File: src/hw/rtl/lbhr_pkg.sv
package lbhr_pkg;

  // Field widths
  localparam int unsigned IP_W    = 32;
  localparam int unsigned MAC_W   = 48;
  localparam int unsigned LEN_W   = 16;
  localparam int unsigned CSUM_W  = 16;
  localparam int unsigned BYTE_W  = 8;
  localparam int unsigned CFG_IDX_W  = 4;
  localparam int unsigned CFG_DATA_W = 48;

  // Checksum accumulator: nine 16-bit terms need four carry bits
  localparam int unsigned SUM_W = 20;

  // Header constants
  localparam logic [LEN_W-1:0]  ETH_HDR_BYTES  = 16'd14;
  localparam logic [LEN_W-1:0]  IPV4_MIN_BYTES = 16'd34;
  localparam logic [15:0]       ETHERTYPE_IPV4 = 16'h0800;
  localparam logic [BYTE_W-1:0] PROTO_TCP      = 8'd6;

  // Configuration register indexes
  localparam logic [CFG_IDX_W-1:0] REG_CLIENT_IP          = 4'd0;
  localparam logic [CFG_IDX_W-1:0] REG_FIRST_BACKEND_IP   = 4'd1;
  localparam logic [CFG_IDX_W-1:0] REG_SECOND_BACKEND_IP  = 4'd2;
  localparam logic [CFG_IDX_W-1:0] REG_VIRTUAL_IP         = 4'd3;
  localparam logic [CFG_IDX_W-1:0] REG_CLIENT_ETH_ADDR    = 4'd4;
  localparam logic [CFG_IDX_W-1:0] REG_FIRST_BACKEND_MAC  = 4'd5;
  localparam logic [CFG_IDX_W-1:0] REG_SECOND_BACKEND_MAC = 4'd6;
  localparam logic [CFG_IDX_W-1:0] REG_VIRTUAL_MAC        = 4'd7;

  typedef enum logic [1:0] {
    VERDICT_ABORT = 2'd0,
    VERDICT_PASS  = 2'd1,
    VERDICT_TX    = 2'd2
  } verdict_t;

  // Endpoint table as seen by the rewrite logic
  typedef struct packed {
    logic [IP_W-1:0]  client_ip;
    logic [IP_W-1:0]  first_backend_ip;
    logic [IP_W-1:0]  second_backend_ip;
    logic [IP_W-1:0]  virtual_ip;
    logic [MAC_W-1:0] client_eth_addr;
    logic [MAC_W-1:0] first_backend_mac;
    logic [MAC_W-1:0] second_backend_mac;
    logic [MAC_W-1:0] virtual_mac;
  } cfg_regs_t;

  // One parsed header
  typedef struct packed {
    logic [LEN_W-1:0]  frame_length;
    logic [15:0]       ether_type;
    logic [31:0]       ip_first_word;
    logic [31:0]       ip_second_word;
    logic [BYTE_W-1:0] time_to_live;
    logic [BYTE_W-1:0] ip_protocol;
    logic [IP_W-1:0]   source_ip;
    logic [IP_W-1:0]   destination_ip;
    logic              pick_second;
  } in_item_t;

  // One verdict with rewritten fields
  typedef struct packed {
    verdict_t          verdict;
    logic [IP_W-1:0]   new_source_ip;
    logic [IP_W-1:0]   new_destination_ip;
    logic [MAC_W-1:0]  new_source_mac;
    logic [MAC_W-1:0]  new_destination_mac;
    logic [CSUM_W-1:0] header_checksum;
  } out_item_t;

endpackage

File: src/hw/rtl/lbhr_ifs.sv
interface lbhr_in_if
  import lbhr_pkg::*;
();
  logic              valid;
  logic              ready;
  logic [LEN_W-1:0]  frame_length;
  logic [15:0]       ether_type;
  logic [31:0]       ip_first_word;
  logic [31:0]       ip_second_word;
  logic [BYTE_W-1:0] time_to_live;
  logic [BYTE_W-1:0] ip_protocol;
  logic [IP_W-1:0]   source_ip;
  logic [IP_W-1:0]   destination_ip;
  logic              pick_second;

  modport source (
    output valid, frame_length, ether_type, ip_first_word, ip_second_word,
           time_to_live, ip_protocol, source_ip, destination_ip, pick_second,
    input  ready
  );
  modport sink (
    input  valid, frame_length, ether_type, ip_first_word, ip_second_word,
           time_to_live, ip_protocol, source_ip, destination_ip, pick_second,
    output ready
  );
endinterface

interface lbhr_out_if
  import lbhr_pkg::*;
();
  logic              valid;
  logic              ready;
  logic [1:0]        verdict;
  logic [IP_W-1:0]   new_source_ip;
  logic [IP_W-1:0]   new_destination_ip;
  logic [MAC_W-1:0]  new_source_mac;
  logic [MAC_W-1:0]  new_destination_mac;
  logic [CSUM_W-1:0] header_checksum;

  modport source (
    output valid, verdict, new_source_ip, new_destination_ip, new_source_mac,
           new_destination_mac, header_checksum,
    input  ready
  );
  modport sink (
    input  valid, verdict, new_source_ip, new_destination_ip, new_source_mac,
           new_destination_mac, header_checksum,
    output ready
  );
endinterface

interface lbhr_cfg_if
  import lbhr_pkg::*;
();
  logic                  valid;
  logic                  ready;
  logic [CFG_IDX_W-1:0]  index;
  logic [CFG_DATA_W-1:0] data;

  modport source (output valid, index, data, input ready);
  modport sink (input valid, index, data, output ready);
endinterface

File: src/hw/rtl/lbhr_cfg_regs.sv
module lbhr_cfg_regs
  import lbhr_pkg::*;
(
  input  logic        clk,
  input  logic        rst_n,
  lbhr_cfg_if.sink    cfg_bus,
  output cfg_regs_t   regs
);

  cfg_regs_t regs_r;

  // Writes always complete; unknown indexes are dropped
  assign cfg_bus.ready = 1'b1;

  always_ff @(posedge clk) begin
    if (!rst_n) begin
      regs_r <= '0;
    end else if (cfg_bus.valid) begin
      case (cfg_bus.index)
        REG_CLIENT_IP:          regs_r.client_ip          <= cfg_bus.data[IP_W-1:0];
        REG_FIRST_BACKEND_IP:   regs_r.first_backend_ip   <= cfg_bus.data[IP_W-1:0];
        REG_SECOND_BACKEND_IP:  regs_r.second_backend_ip  <= cfg_bus.data[IP_W-1:0];
        REG_VIRTUAL_IP:         regs_r.virtual_ip         <= cfg_bus.data[IP_W-1:0];
        REG_CLIENT_ETH_ADDR:    regs_r.client_eth_addr    <= cfg_bus.data[MAC_W-1:0];
        REG_FIRST_BACKEND_MAC:  regs_r.first_backend_mac  <= cfg_bus.data[MAC_W-1:0];
        REG_SECOND_BACKEND_MAC: regs_r.second_backend_mac <= cfg_bus.data[MAC_W-1:0];
        REG_VIRTUAL_MAC:        regs_r.virtual_mac        <= cfg_bus.data[MAC_W-1:0];
        default: ;
      endcase
    end
  end

  assign regs = regs_r;

endmodule

File: src/hw/rtl/lbhr_rewrite.sv
module lbhr_rewrite
  import lbhr_pkg::*;
(
  input  cfg_regs_t regs,
  input  in_item_t  item,
  output out_item_t result
);

  verdict_t          verdict;
  logic              from_client;
  logic [IP_W-1:0]   dst_ip;
  logic [MAC_W-1:0]  dst_mac;
  logic [SUM_W-1:0]  sum;
  logic [16:0]       fold1;
  logic [16:0]       fold2;
  logic [CSUM_W-1:0] csum;

  // Classification, first matching rule wins
  always_comb begin
    if (item.frame_length < ETH_HDR_BYTES) begin
      verdict = VERDICT_ABORT;
    end else if (item.ether_type != ETHERTYPE_IPV4) begin
      verdict = VERDICT_PASS;
    end else if (item.frame_length < IPV4_MIN_BYTES) begin
      verdict = VERDICT_ABORT;
    end else if (item.ip_protocol != PROTO_TCP) begin
      verdict = VERDICT_PASS;
    end else begin
      verdict = VERDICT_TX;
    end
  end

  // Client traffic goes to a backend, everything else back to the client
  assign from_client = (item.source_ip == regs.client_ip);

  always_comb begin
    if (!from_client) begin
      dst_ip  = regs.client_ip;
      dst_mac = regs.client_eth_addr;
    end else if (item.pick_second) begin
      dst_ip  = regs.second_backend_ip;
      dst_mac = regs.second_backend_mac;
    end else begin
      dst_ip  = regs.first_backend_ip;
      dst_mac = regs.first_backend_mac;
    end
  end

  // Header checksum: nine 16-bit words, checksum word as zero
  assign sum = SUM_W'(item.ip_first_word[31:16]) + SUM_W'(item.ip_first_word[15:0])
             + SUM_W'(item.ip_second_word[31:16]) + SUM_W'(item.ip_second_word[15:0])
             + SUM_W'({item.time_to_live, item.ip_protocol})
             + SUM_W'(regs.virtual_ip[31:16]) + SUM_W'(regs.virtual_ip[15:0])
             + SUM_W'(dst_ip[31:16]) + SUM_W'(dst_ip[15:0]);

  // Two end-around carry folds, then complement
  assign fold1 = 17'(sum[15:0]) + 17'(sum[SUM_W-1:16]);
  assign fold2 = 17'(fold1[15:0]) + 17'(fold1[16]);
  assign csum  = ~fold2[15:0];

  // Non-transmit verdicts carry zeroed fields
  always_comb begin
    result         = '0;
    result.verdict = verdict;
    if (verdict == VERDICT_TX) begin
      result.new_source_ip       = regs.virtual_ip;
      result.new_destination_ip  = dst_ip;
      result.new_source_mac      = regs.virtual_mac;
      result.new_destination_mac = dst_mac;
      result.header_checksum     = csum;
    end
  end

endmodule

File: src/hw/rtl/lb_ipv4_header_rewrite_core.sv
// IPv4 load-balancer header rewrite. Each beat on in_bus carries the parsed
// header fields of one Ethernet frame; exactly one beat on out_bus answers it
// with a verdict (abort, pass, transmit) and, on transmit, the rewritten
// addresses and recomputed IPv4 header checksum (other fields are zero).
// The path is an input register, one level of rewrite/checksum logic and an
// output register: the input register holds an accepted header beat until
// out_bus can advance; the output register then takes its verdict and drives
// valid. One header is accepted every cycle while out_bus keeps up; a stall on
// out_bus backs up through both registers. Endpoint addresses are written
// through cfg_bus (one beat per register, index 0..7, others ignored; ready
// is always high) and must only change while no header is in flight.
module lb_ipv4_header_rewrite_core
  import lbhr_pkg::*;
(
  input  logic       clk,
  input  logic       rst_n,
  lbhr_in_if.sink    in_bus,
  lbhr_out_if.source out_bus,
  lbhr_cfg_if.sink   cfg_bus
);

  cfg_regs_t regs;
  in_item_t  in_item;
  in_item_t  s1_item_r;
  logic      s1_valid_r;
  out_item_t out_item_nxt;
  out_item_t out_item_r;
  logic      out_valid_r;
  logic      out_adv;

  lbhr_cfg_regs u_cfg (
    .clk     (clk),
    .rst_n   (rst_n),
    .cfg_bus (cfg_bus),
    .regs    (regs)
  );

  // Gather input beat
  assign in_item.frame_length   = in_bus.frame_length;
  assign in_item.ether_type     = in_bus.ether_type;
  assign in_item.ip_first_word  = in_bus.ip_first_word;
  assign in_item.ip_second_word = in_bus.ip_second_word;
  assign in_item.time_to_live   = in_bus.time_to_live;
  assign in_item.ip_protocol    = in_bus.ip_protocol;
  assign in_item.source_ip      = in_bus.source_ip;
  assign in_item.destination_ip = in_bus.destination_ip;
  assign in_item.pick_second    = in_bus.pick_second;

  // Pipeline flow control
  assign out_adv      = !out_valid_r || out_bus.ready;
  assign in_bus.ready = !s1_valid_r || out_adv;

  // Input register
  always_ff @(posedge clk) begin
    if (!rst_n) begin
      s1_valid_r <= 1'b0;
    end else if (in_bus.ready) begin
      s1_valid_r <= in_bus.valid;
    end
  end

  always_ff @(posedge clk) begin
    if (in_bus.ready && in_bus.valid) begin
      s1_item_r <= in_item;
    end
  end

  lbhr_rewrite u_rewrite (
    .regs   (regs),
    .item   (s1_item_r),
    .result (out_item_nxt)
  );

  // Result register
  always_ff @(posedge clk) begin
    if (!rst_n) begin
      out_valid_r <= 1'b0;
    end else if (out_adv) begin
      out_valid_r <= s1_valid_r;
    end
  end

  always_ff @(posedge clk) begin
    if (out_adv && s1_valid_r) begin
      out_item_r <= out_item_nxt;
    end
  end

  assign out_bus.valid               = out_valid_r;
  assign out_bus.verdict             = out_item_r.verdict;
  assign out_bus.new_source_ip       = out_item_r.new_source_ip;
  assign out_bus.new_destination_ip  = out_item_r.new_destination_ip;
  assign out_bus.new_source_mac      = out_item_r.new_source_mac;
  assign out_bus.new_destination_mac = out_item_r.new_destination_mac;
  assign out_bus.header_checksum     = out_item_r.header_checksum;

endmodule
File: src/flat_wrapper.sv
// flat-port wrapper written by rule: the top's interface ports become plain ports
module lb_ipv4_header_rewrite_core_flat import lbhr_pkg::*;
  (clk, rst_n, in_bus_valid, in_bus_frame_length, in_bus_ether_type, in_bus_ip_first_word, in_bus_ip_second_word, in_bus_time_to_live, in_bus_ip_protocol, in_bus_source_ip, in_bus_destination_ip, in_bus_pick_second, in_bus_ready, out_bus_valid, out_bus_verdict, out_bus_new_source_ip, out_bus_new_destination_ip, out_bus_new_source_mac, out_bus_new_destination_mac, out_bus_header_checksum, out_bus_ready, cfg_bus_valid, cfg_bus_index, cfg_bus_data, cfg_bus_ready);
  lbhr_in_if in_bus_i ();
  lbhr_out_if out_bus_i ();
  lbhr_cfg_if cfg_bus_i ();
  input  logic clk;
  input  logic rst_n;
  input wire logic [$bits(in_bus_i.valid)-1:0] in_bus_valid;
  input wire logic [$bits(in_bus_i.frame_length)-1:0] in_bus_frame_length;
  input wire logic [$bits(in_bus_i.ether_type)-1:0] in_bus_ether_type;
  input wire logic [$bits(in_bus_i.ip_first_word)-1:0] in_bus_ip_first_word;
  input wire logic [$bits(in_bus_i.ip_second_word)-1:0] in_bus_ip_second_word;
  input wire logic [$bits(in_bus_i.time_to_live)-1:0] in_bus_time_to_live;
  input wire logic [$bits(in_bus_i.ip_protocol)-1:0] in_bus_ip_protocol;
  input wire logic [$bits(in_bus_i.source_ip)-1:0] in_bus_source_ip;
  input wire logic [$bits(in_bus_i.destination_ip)-1:0] in_bus_destination_ip;
  input wire logic [$bits(in_bus_i.pick_second)-1:0] in_bus_pick_second;
  output wire logic [$bits(in_bus_i.ready)-1:0] in_bus_ready;
  output wire logic [$bits(out_bus_i.valid)-1:0] out_bus_valid;
  output wire logic [$bits(out_bus_i.verdict)-1:0] out_bus_verdict;
  output wire logic [$bits(out_bus_i.new_source_ip)-1:0] out_bus_new_source_ip;
  output wire logic [$bits(out_bus_i.new_destination_ip)-1:0] out_bus_new_destination_ip;
  output wire logic [$bits(out_bus_i.new_source_mac)-1:0] out_bus_new_source_mac;
  output wire logic [$bits(out_bus_i.new_destination_mac)-1:0] out_bus_new_destination_mac;
  output wire logic [$bits(out_bus_i.header_checksum)-1:0] out_bus_header_checksum;
  input wire logic [$bits(out_bus_i.ready)-1:0] out_bus_ready;
  input wire logic [$bits(cfg_bus_i.valid)-1:0] cfg_bus_valid;
  input wire logic [$bits(cfg_bus_i.index)-1:0] cfg_bus_index;
  input wire logic [$bits(cfg_bus_i.data)-1:0] cfg_bus_data;
  output wire logic [$bits(cfg_bus_i.ready)-1:0] cfg_bus_ready;
  assign in_bus_i.valid = in_bus_valid;
  assign in_bus_i.frame_length = in_bus_frame_length;
  assign in_bus_i.ether_type = in_bus_ether_type;
  assign in_bus_i.ip_first_word = in_bus_ip_first_word;
  assign in_bus_i.ip_second_word = in_bus_ip_second_word;
  assign in_bus_i.time_to_live = in_bus_time_to_live;
  assign in_bus_i.ip_protocol = in_bus_ip_protocol;
  assign in_bus_i.source_ip = in_bus_source_ip;
  assign in_bus_i.destination_ip = in_bus_destination_ip;
  assign in_bus_i.pick_second = in_bus_pick_second;
  assign in_bus_ready = in_bus_i.ready;
  assign out_bus_valid = out_bus_i.valid;
  assign out_bus_verdict = out_bus_i.verdict;
  assign out_bus_new_source_ip = out_bus_i.new_source_ip;
  assign out_bus_new_destination_ip = out_bus_i.new_destination_ip;
  assign out_bus_new_source_mac = out_bus_i.new_source_mac;
  assign out_bus_new_destination_mac = out_bus_i.new_destination_mac;
  assign out_bus_header_checksum = out_bus_i.header_checksum;
  assign out_bus_i.ready = out_bus_ready;
  assign cfg_bus_i.valid = cfg_bus_valid;
  assign cfg_bus_i.index = cfg_bus_index;
  assign cfg_bus_i.data = cfg_bus_data;
  assign cfg_bus_ready = cfg_bus_i.ready;
  lb_ipv4_header_rewrite_core u_core (.clk(clk), .rst_n(rst_n), .in_bus(in_bus_i), .out_bus(out_bus_i), .cfg_bus(cfg_bus_i));
endmodule
File: config.mk
export PLATFORM = sky130hd
export DESIGN_NAME = lb_ipv4_header_rewrite_core_flat
export DESIGN_NICKNAME = d
export VERILOG_FILES = /design/src/hw/rtl/lbhr_pkg.sv /design/src/hw/rtl/lbhr_ifs.sv /design/src/hw/rtl/lbhr_cfg_regs.sv /design/src/hw/rtl/lbhr_rewrite.sv /design/src/hw/rtl/lb_ipv4_header_rewrite_core.sv /design/src/flat_wrapper.sv
export SDC_FILE = /design/constraint.sdc
export NUM_CORES = 1
export LEC_CHECK = 0
export ABC_AREA = 0
export BUFFER_PORTS_ARGS = -buffer_cell sky130_fd_sc_hd__buf_2
export CAP_MARGIN = 20
export CELL_PAD_IN_SITES_DETAIL_PLACEMENT = 0
export CELL_PAD_IN_SITES_GLOBAL_PLACEMENT = 1
export CORE_MARGIN = 1.5
export CORE_UTILIZATION = 45
export CTS_BUF_LIST = sky130_fd_sc_hd__clkbuf_8 sky130_fd_sc_hd__clkbuf_16
export CTS_CLUSTER_DIAMETER = 200
export DETAILED_ROUTE_END_ITERATION = 16
export PLACE_DENSITY = 0.81
export SETUP_SLACK_MARGIN = 0.05
export SYNTH_ARGS = -nofsm -noshare
export SYNTH_HDL_FRONTEND = slang
export SYNTH_SLANG_ARGS = --single-unit
File: constraint.sdc
create_clock -name clk -period 11.8 [get_ports clk]
set_input_delay 2.36 -clock clk [delete_from_list [all_inputs] [get_ports clk]]
set_output_delay 2.36 -clock clk [all_outputs]
set_load 0.01 [all_outputs]
# Word-level counts from Yosys, hierarchy flattened
# Cells that the tools add are included.
# totals
regBits	645
input_bits	234
output_inout_bits	181
elab_cells	71
# classes
add_sub_neg	10
magnitude_cmp	2
n_eq_ne	11
n_mux	8
bitwise_logic	1
reduce_logical	15
# ops
operator	n
48-bit two-way mux	2
20-bit by 16-bit adder with 20-bit output	4
32-bit two-way mux	2
32-bit == test	1
19-bit by 16-bit adder with 20-bit output	1
18-bit by 16-bit adder with 19-bit output	1
17-bit by 16-bit adder with 18-bit output	1
16-bit by 16-bit adder with 17-bit output	1
16-bit by 4-bit adder with 17-bit output	1
16-bit by 1-bit adder with 16-bit output	1
4-bit by 3-bit == test with 1-bit output (second input constant)	4
16-bit by 4-bit < comparator with 1-bit output (second input constant)	1
16-bit by 6-bit < comparator with 1-bit output (second input constant)	1
16-bit by 12-bit inequality test with 1-bit output (second input constant)	1
16-bit inverter	1
2-bit AND reduction	8
4-bit by 2-bit == test with 1-bit output (second input constant)	2
2-bit two-way mux	4
8-bit by 3-bit inequality test with 1-bit output (second input constant)	1
4-bit by 1-bit == test with 1-bit output (second input constant)	1
4-bit zero test	1
2-bit == test (second input constant)	1
1-bit logical AND	2
1-bit zero test	2
1-bit logical OR	2

# Longest topological paths before layout
# depth
depth_word	11
depth_mapped	46
ltp_nobuf	44

# Hierarchy
# From an unflattened synthesis, not the netlist that was laid out.
# hier_totals
cells_unflattened	2369
hier_area_um2	29430.7
# modules_own_cells
module	instances	cells_per_inst	area_per_inst_um2	seq_area_each_um2
lbhr_cfg_regs	1	1099	11482.3	6406.1
lb_ipv4_header_rewrite_core	1	364	10764.1	10700.3
lbhr_rewrite	1	906	7184.4	0.0

# Worst setup path after synthesis
# No wires, ideal clock.
# synth_timing
kind	input to register
start	in out_bus_ready
end	reg u_core.out_item_r, in the netlist u_core.out_bus.header_checksum[0], enable pin
setup_time_ps	740
arrival_ps	10298
t_required_ps	11060
slack_ps	762
path_stages	2
n_path_buf	0
path_cell_list	nor2b_1 -> nor2b_1
# synth_via
elab_chain_len	2
# synth_lines
element	line_no	text
from (decl)	flat_wrapper.sv:27	input wire logic [$bits(out_bus_i.ready)-1:0] out_bus_ready;
1-bit logical OR	lb_ipv4_header_rewrite_core.sv:50	assign out_adv = !out_valid_r || out_bus.ready;
1-bit logical AND	lb_ipv4_header_rewrite_core.sv:84	if (out_adv && s1_valid_r) begin
to (signal assigned)	lb_ipv4_header_rewrite_core.sv:85	out_item_r <= out_item_nxt;
to (decl)	lb_ipv4_header_rewrite_core.sv:27	out_item_t out_item_r;
# Every way passes these cells.
# A chain may end at the register's enable or synchronous reset.

# Final worst setup path
# layout_timing
start	reg u_core.u_cfg.regs_r, in the netlist u_core.u_cfg.regs[289]
end	reg u_core.out_item_r, in the netlist u_core.out_bus.header_checksum[10] (data pin)
# layout_via
elab_cells_between_ends	7
classes_between	4 x add/sub; 1 x eq/ne; 1 x mux; 1 x bitwise
# layout_rtl
element	line_no	text
from (decl)	lbhr_cfg_regs.sv:10	cfg_regs_t regs_r;
32-bit == test	lbhr_rewrite.sv:34	assign from_client = (item.source_ip == regs.client_ip);
32-bit two-way mux	lbhr_rewrite.sv:37	if (!from_client) begin
named net u_core.u_rewrite.dst_ip[2]	lbhr_rewrite.sv:11	logic [IP_W-1:0] dst_ip;
20-bit by 16-bit adder with 20-bit output	lbhr_rewrite.sv:54	+ SUM_W'(dst_ip[31:16]) + SUM_W'(dst_ip[15:0]);
16-bit by 4-bit adder with 17-bit output	lbhr_rewrite.sv:57	assign fold1 = 17'(sum[15:0]) + 17'(sum[SUM_W-1:16]);
16-bit by 1-bit adder with 16-bit output	lbhr_rewrite.sv:58	assign fold2 = 17'(fold1[15:0]) + 17'(fold1[16]);
16-bit inverter	lbhr_rewrite.sv:59	assign csum = ~fold2[15:0];
# The timed path passes the listed nets, and every way through them passes these cells.

==> flow_summary.toml <==
[timing]
finClkSkew_ns = 0.0248
setup_viol = 0
fin_ws_ns = 0.704
fin_hold_ws_ns = 0.463
tightest_slew_ns = 1.23
period_needed_ns = 11.10
slew_headroom_pct = 18.1
setup_tns_ns = 0
rsz0062_at_grt = "false"
final.period_utilization_pct = 94.0
drv_slew = 0
hold_viol_final = 0
fmax_ghz = 0.0901

[power_and_ir_drop]
leakagePower_nw = 12.7
powerDensity_nw_per_um2 = 184
worst_ir_drop_vdd_mv = 0.118

[critical_path]
endpoint = "u_core.out_bus.header_checksum[10]"
startpoint = "u_core.u_cfg.regs[289]"
slowest_stage = "fa_1"
cp_data_arrival_time_ns = 11.44
max_stage_delay_ns = 0.58
rr_worst_depth = 41
r2r-start = "u_core.u_cfg.regs[289]"
rrSetupSlack_ns = 0.70
r2r_end = "u_core.out_bus.header_checksum[10]"
cp-end-kind = "flip-flop"
crit_type = "reg -> reg"
crit_path_start_kind = "flip-flop"
required_ns = 12.14
cpMostUsedCell = "fa_1"
crit_fanout = 33

[global_routing]
grt_overflow = 0
antenna_found_initial = 10
grt_max_degree = 117
grt_usage_pct = 24.6
grt_pass1_vias = 20000
grt_pass1_wl_mm = 122

[placement]
gp_congestion = 0.878
dpl_cell_area_um2 = 31300
io_buffers = 380
dp_hpwl_mm = 55.3
pre_cts_ws_ns = 0.974
dpl.cell_count = 3752

[yosys]
syn_area_um2 = 28900
synthArstFlopShare_pct = 0
yosysSeqAreaShare_pct = 55.7
synth-edff-count = 322
synth_compound_area_share_pct = 11.6
synthSimpleGateAreaFrac_pct = 14.4
synth_ff_type = "edfxtp_1"
synth_fa_ha_area_share_pct = 8.85
ys_warn_count = 0
synth.area.top_cells = "edfxtp_1 (33%), dfxtp_1 (22%), nand2_1 (8.6%)"
synth_nets = 3059
synth_cell_types = 62
synthMuxAreaShare_pct = 2.77
synth_largest_area_cell = "edfxtp_1"
synth_xor_area_share_pct = 2.03
avgSynthCellArea_um2 = 10.8
synthCells = 2687
synth-seq-cells = 644
synth_top_family_by_area = "simple AND/OR/NAND/NOR gates"
yosysTopAreaCellShare_pct = 33.4

[run_status]
status = "completed"

[worst_hold_path]
hp-class = "reg -> reg"

[cts]
ctsHoldBuffers = 0
cts_resized = 0
cts_max_level = 3
tritoncts = "built"
cts_root_buf = "clkbuf_16"
cts.sinks = 644
clk_pin_slew_ns = 0.06
cts.path.max_buffers = 3
postCtsSetupRepairBufs = 0
numCtsBuffers = 71
insertion_delay_ns = 0.62

[layout]
multi_input_area_um2 = 11500
finalNetCount = 3352
fillers = 5538
final_cells = 3891
seq_area_um2 = 16100
areaGrowthSynthToFinish_pct = 16.7
final_layout_size_suffix_gt1_share_pct = 17.8
fin_area_um2 = 33700

[floorplan]
rows = 92
floorplan.initialDensity_pct = 45.7
pin_count = 415
core_area_um2 = 63300
die_w_um = 256
die_h_um = 256
die-area_um2 = 65800

[drt]
antenna_left = 0
via_count = 20300
post_drt_wl_per_cell_um = 21.1
wirelength_mm = 82.0
drt_iter0_markers = 1559
vias_per_cell = 5.22
drc = 0
drt-pass1-iter-count = 5

[flow_run]
drv_cap = 0
==> cell type report <==
| type | instances | area share, % |
|---|---|---|
| diodes | 6 | 0.0445 |
| clock buffers | 80 | 5.67 |
| clock inverters | 52 | 1.38 |
| inverters | 128 | 1.42 |
| multi-input cells | 1722 | 34.2 |
| flip-flops and latches | 644 | 47.8 |
| well taps | 846 | 3.14 |
| repair buffers | 413 | 6.41 |
==> logic make-up (layout without fill, tap and decap cells) <==
| kind of cell | Yosys count | after routing |
|---|---|---|
| AOI/OAI and AO/OA | 464 | 464 |
| and+or+nand+nor | 972 | 972 |
| adders and majority gates | 138 | 138 |
| muxes | 80 | 80 |
| buffers and inverters | 321 | 673 |
| xor gates and xnor gates | 67 | 67 |
| DFF | 644 | 644 |
| other | 1 | 7 |
==> stage by stage <==
step / total power (W) / util [%]
detailed placement: 0.00400 / 49.5
global placement: 0.00397 / 49.5
CTS: 0.00625 / 53.2
floorplan: 0.00364 / -
global route: 0.00650 / 53.3
finish: 0.00621 / 53.3
==> power by group <==
part           total [W]  internal, W  switching [W]
sequential       0.00245      0.00242      0.0000335
combinational    0.00151     0.000600       0.000909
clock            0.00224      0.00132       0.000920
total            0.00621      0.00434        0.00186
==> cell usage after synthesis, drive strengths merged, types with 4 or more instances <==
| cell | n |
|---|---|
| nand2 | 666 |
| a21boi | 322 |
| dfxtp | 322 |
| edfxtp | 322 |
| clkbuf | 153 |
| inv | 128 |
| nor2 | 119 |
| fa | 111 |
| and3 | 80 |
| mux2i | 80 |
| a211oi | 52 |
| a21oi | 47 |
| xor2 | 41 |
| buf | 40 |
| and2 | 33 |
| ha | 27 |
| xnor2 | 26 |
| o21ai | 16 |
| nor4 | 15 |
| nor3 | 9 |
| nand2b | 7 |
| nand3b | 7 |
| a31oi | 5 |
| nand3 | 5 |
| nand4 | 5 |
| nor2b | 5 |
| o21a | 5 |
| nor3b | 4 |
==> flip-flops by register name (all words and copies together) (netlist names) <==
register	flops
u_core.out_bus.header_checksum	16
u_core.out_bus.new_destination_ip	32
u_core.s1_valid_r	1
u_core.out_bus.new_source_mac	48
u_core.out_bus.verdict	2
u_core.out_bus.valid	1
u_core.out_bus.new_source_ip	32
u_core.out_bus.new_destination_mac	48
u_core.u_cfg.regs	320
u_core.s1_item_r	144
==> layout by cell type (no fill, tap or decap), types with 79 or more instances in the layout <==
master      n
nor2_1    117
nand2_1   663
mux2i_1    80
buf_2     379
and3_1     79
dfxtp_1   322
a21boi_0  320
edfxtp_1  322
fa_1      111
inv_1     144
==> worst min path at each step <==
stage                               start                    end  cells after the start
detailed placement  u_core.u_cfg.regs[21]  u_core.u_cfg.regs[21]                      2
floorplan            u_core.u_cfg.regs[0]   u_core.u_cfg.regs[0]                      2
global route        u_core.u_cfg.regs[13]  u_core.u_cfg.regs[13]                      2
CTS                 u_core.u_cfg.regs[21]  u_core.u_cfg.regs[21]                      2
global placement    u_core.u_cfg.regs[17]  u_core.u_cfg.regs[17]                      2
finish              u_core.u_cfg.regs[31]  u_core.u_cfg.regs[31]                      2
==> routing by layer <==
metal  routed length (µm)  track usage (%)  vias to the layer above
li1                     -                -                     9584
met1                34100             32.6                     9890
met2                38500             39.7                      668
met3                 6190             5.00                      153
met4                 3190             9.92                        0
met5                    0                0                        -
==> worst max-delay path: cells and delay by family, from the launching register on <==
kind / cells / cell delay, ns
adders and majority gates: 8 / 3.14
buffers and inverters: 4 / 0.71
AOI/OAI and AO/OA: 11 / 2.51
and+or+nand+nor: 15 / 3.36
DFF: 1 / 0.50
xor gates and xnor gates: 3 / 0.55
(Power assumes the default switching activity.)
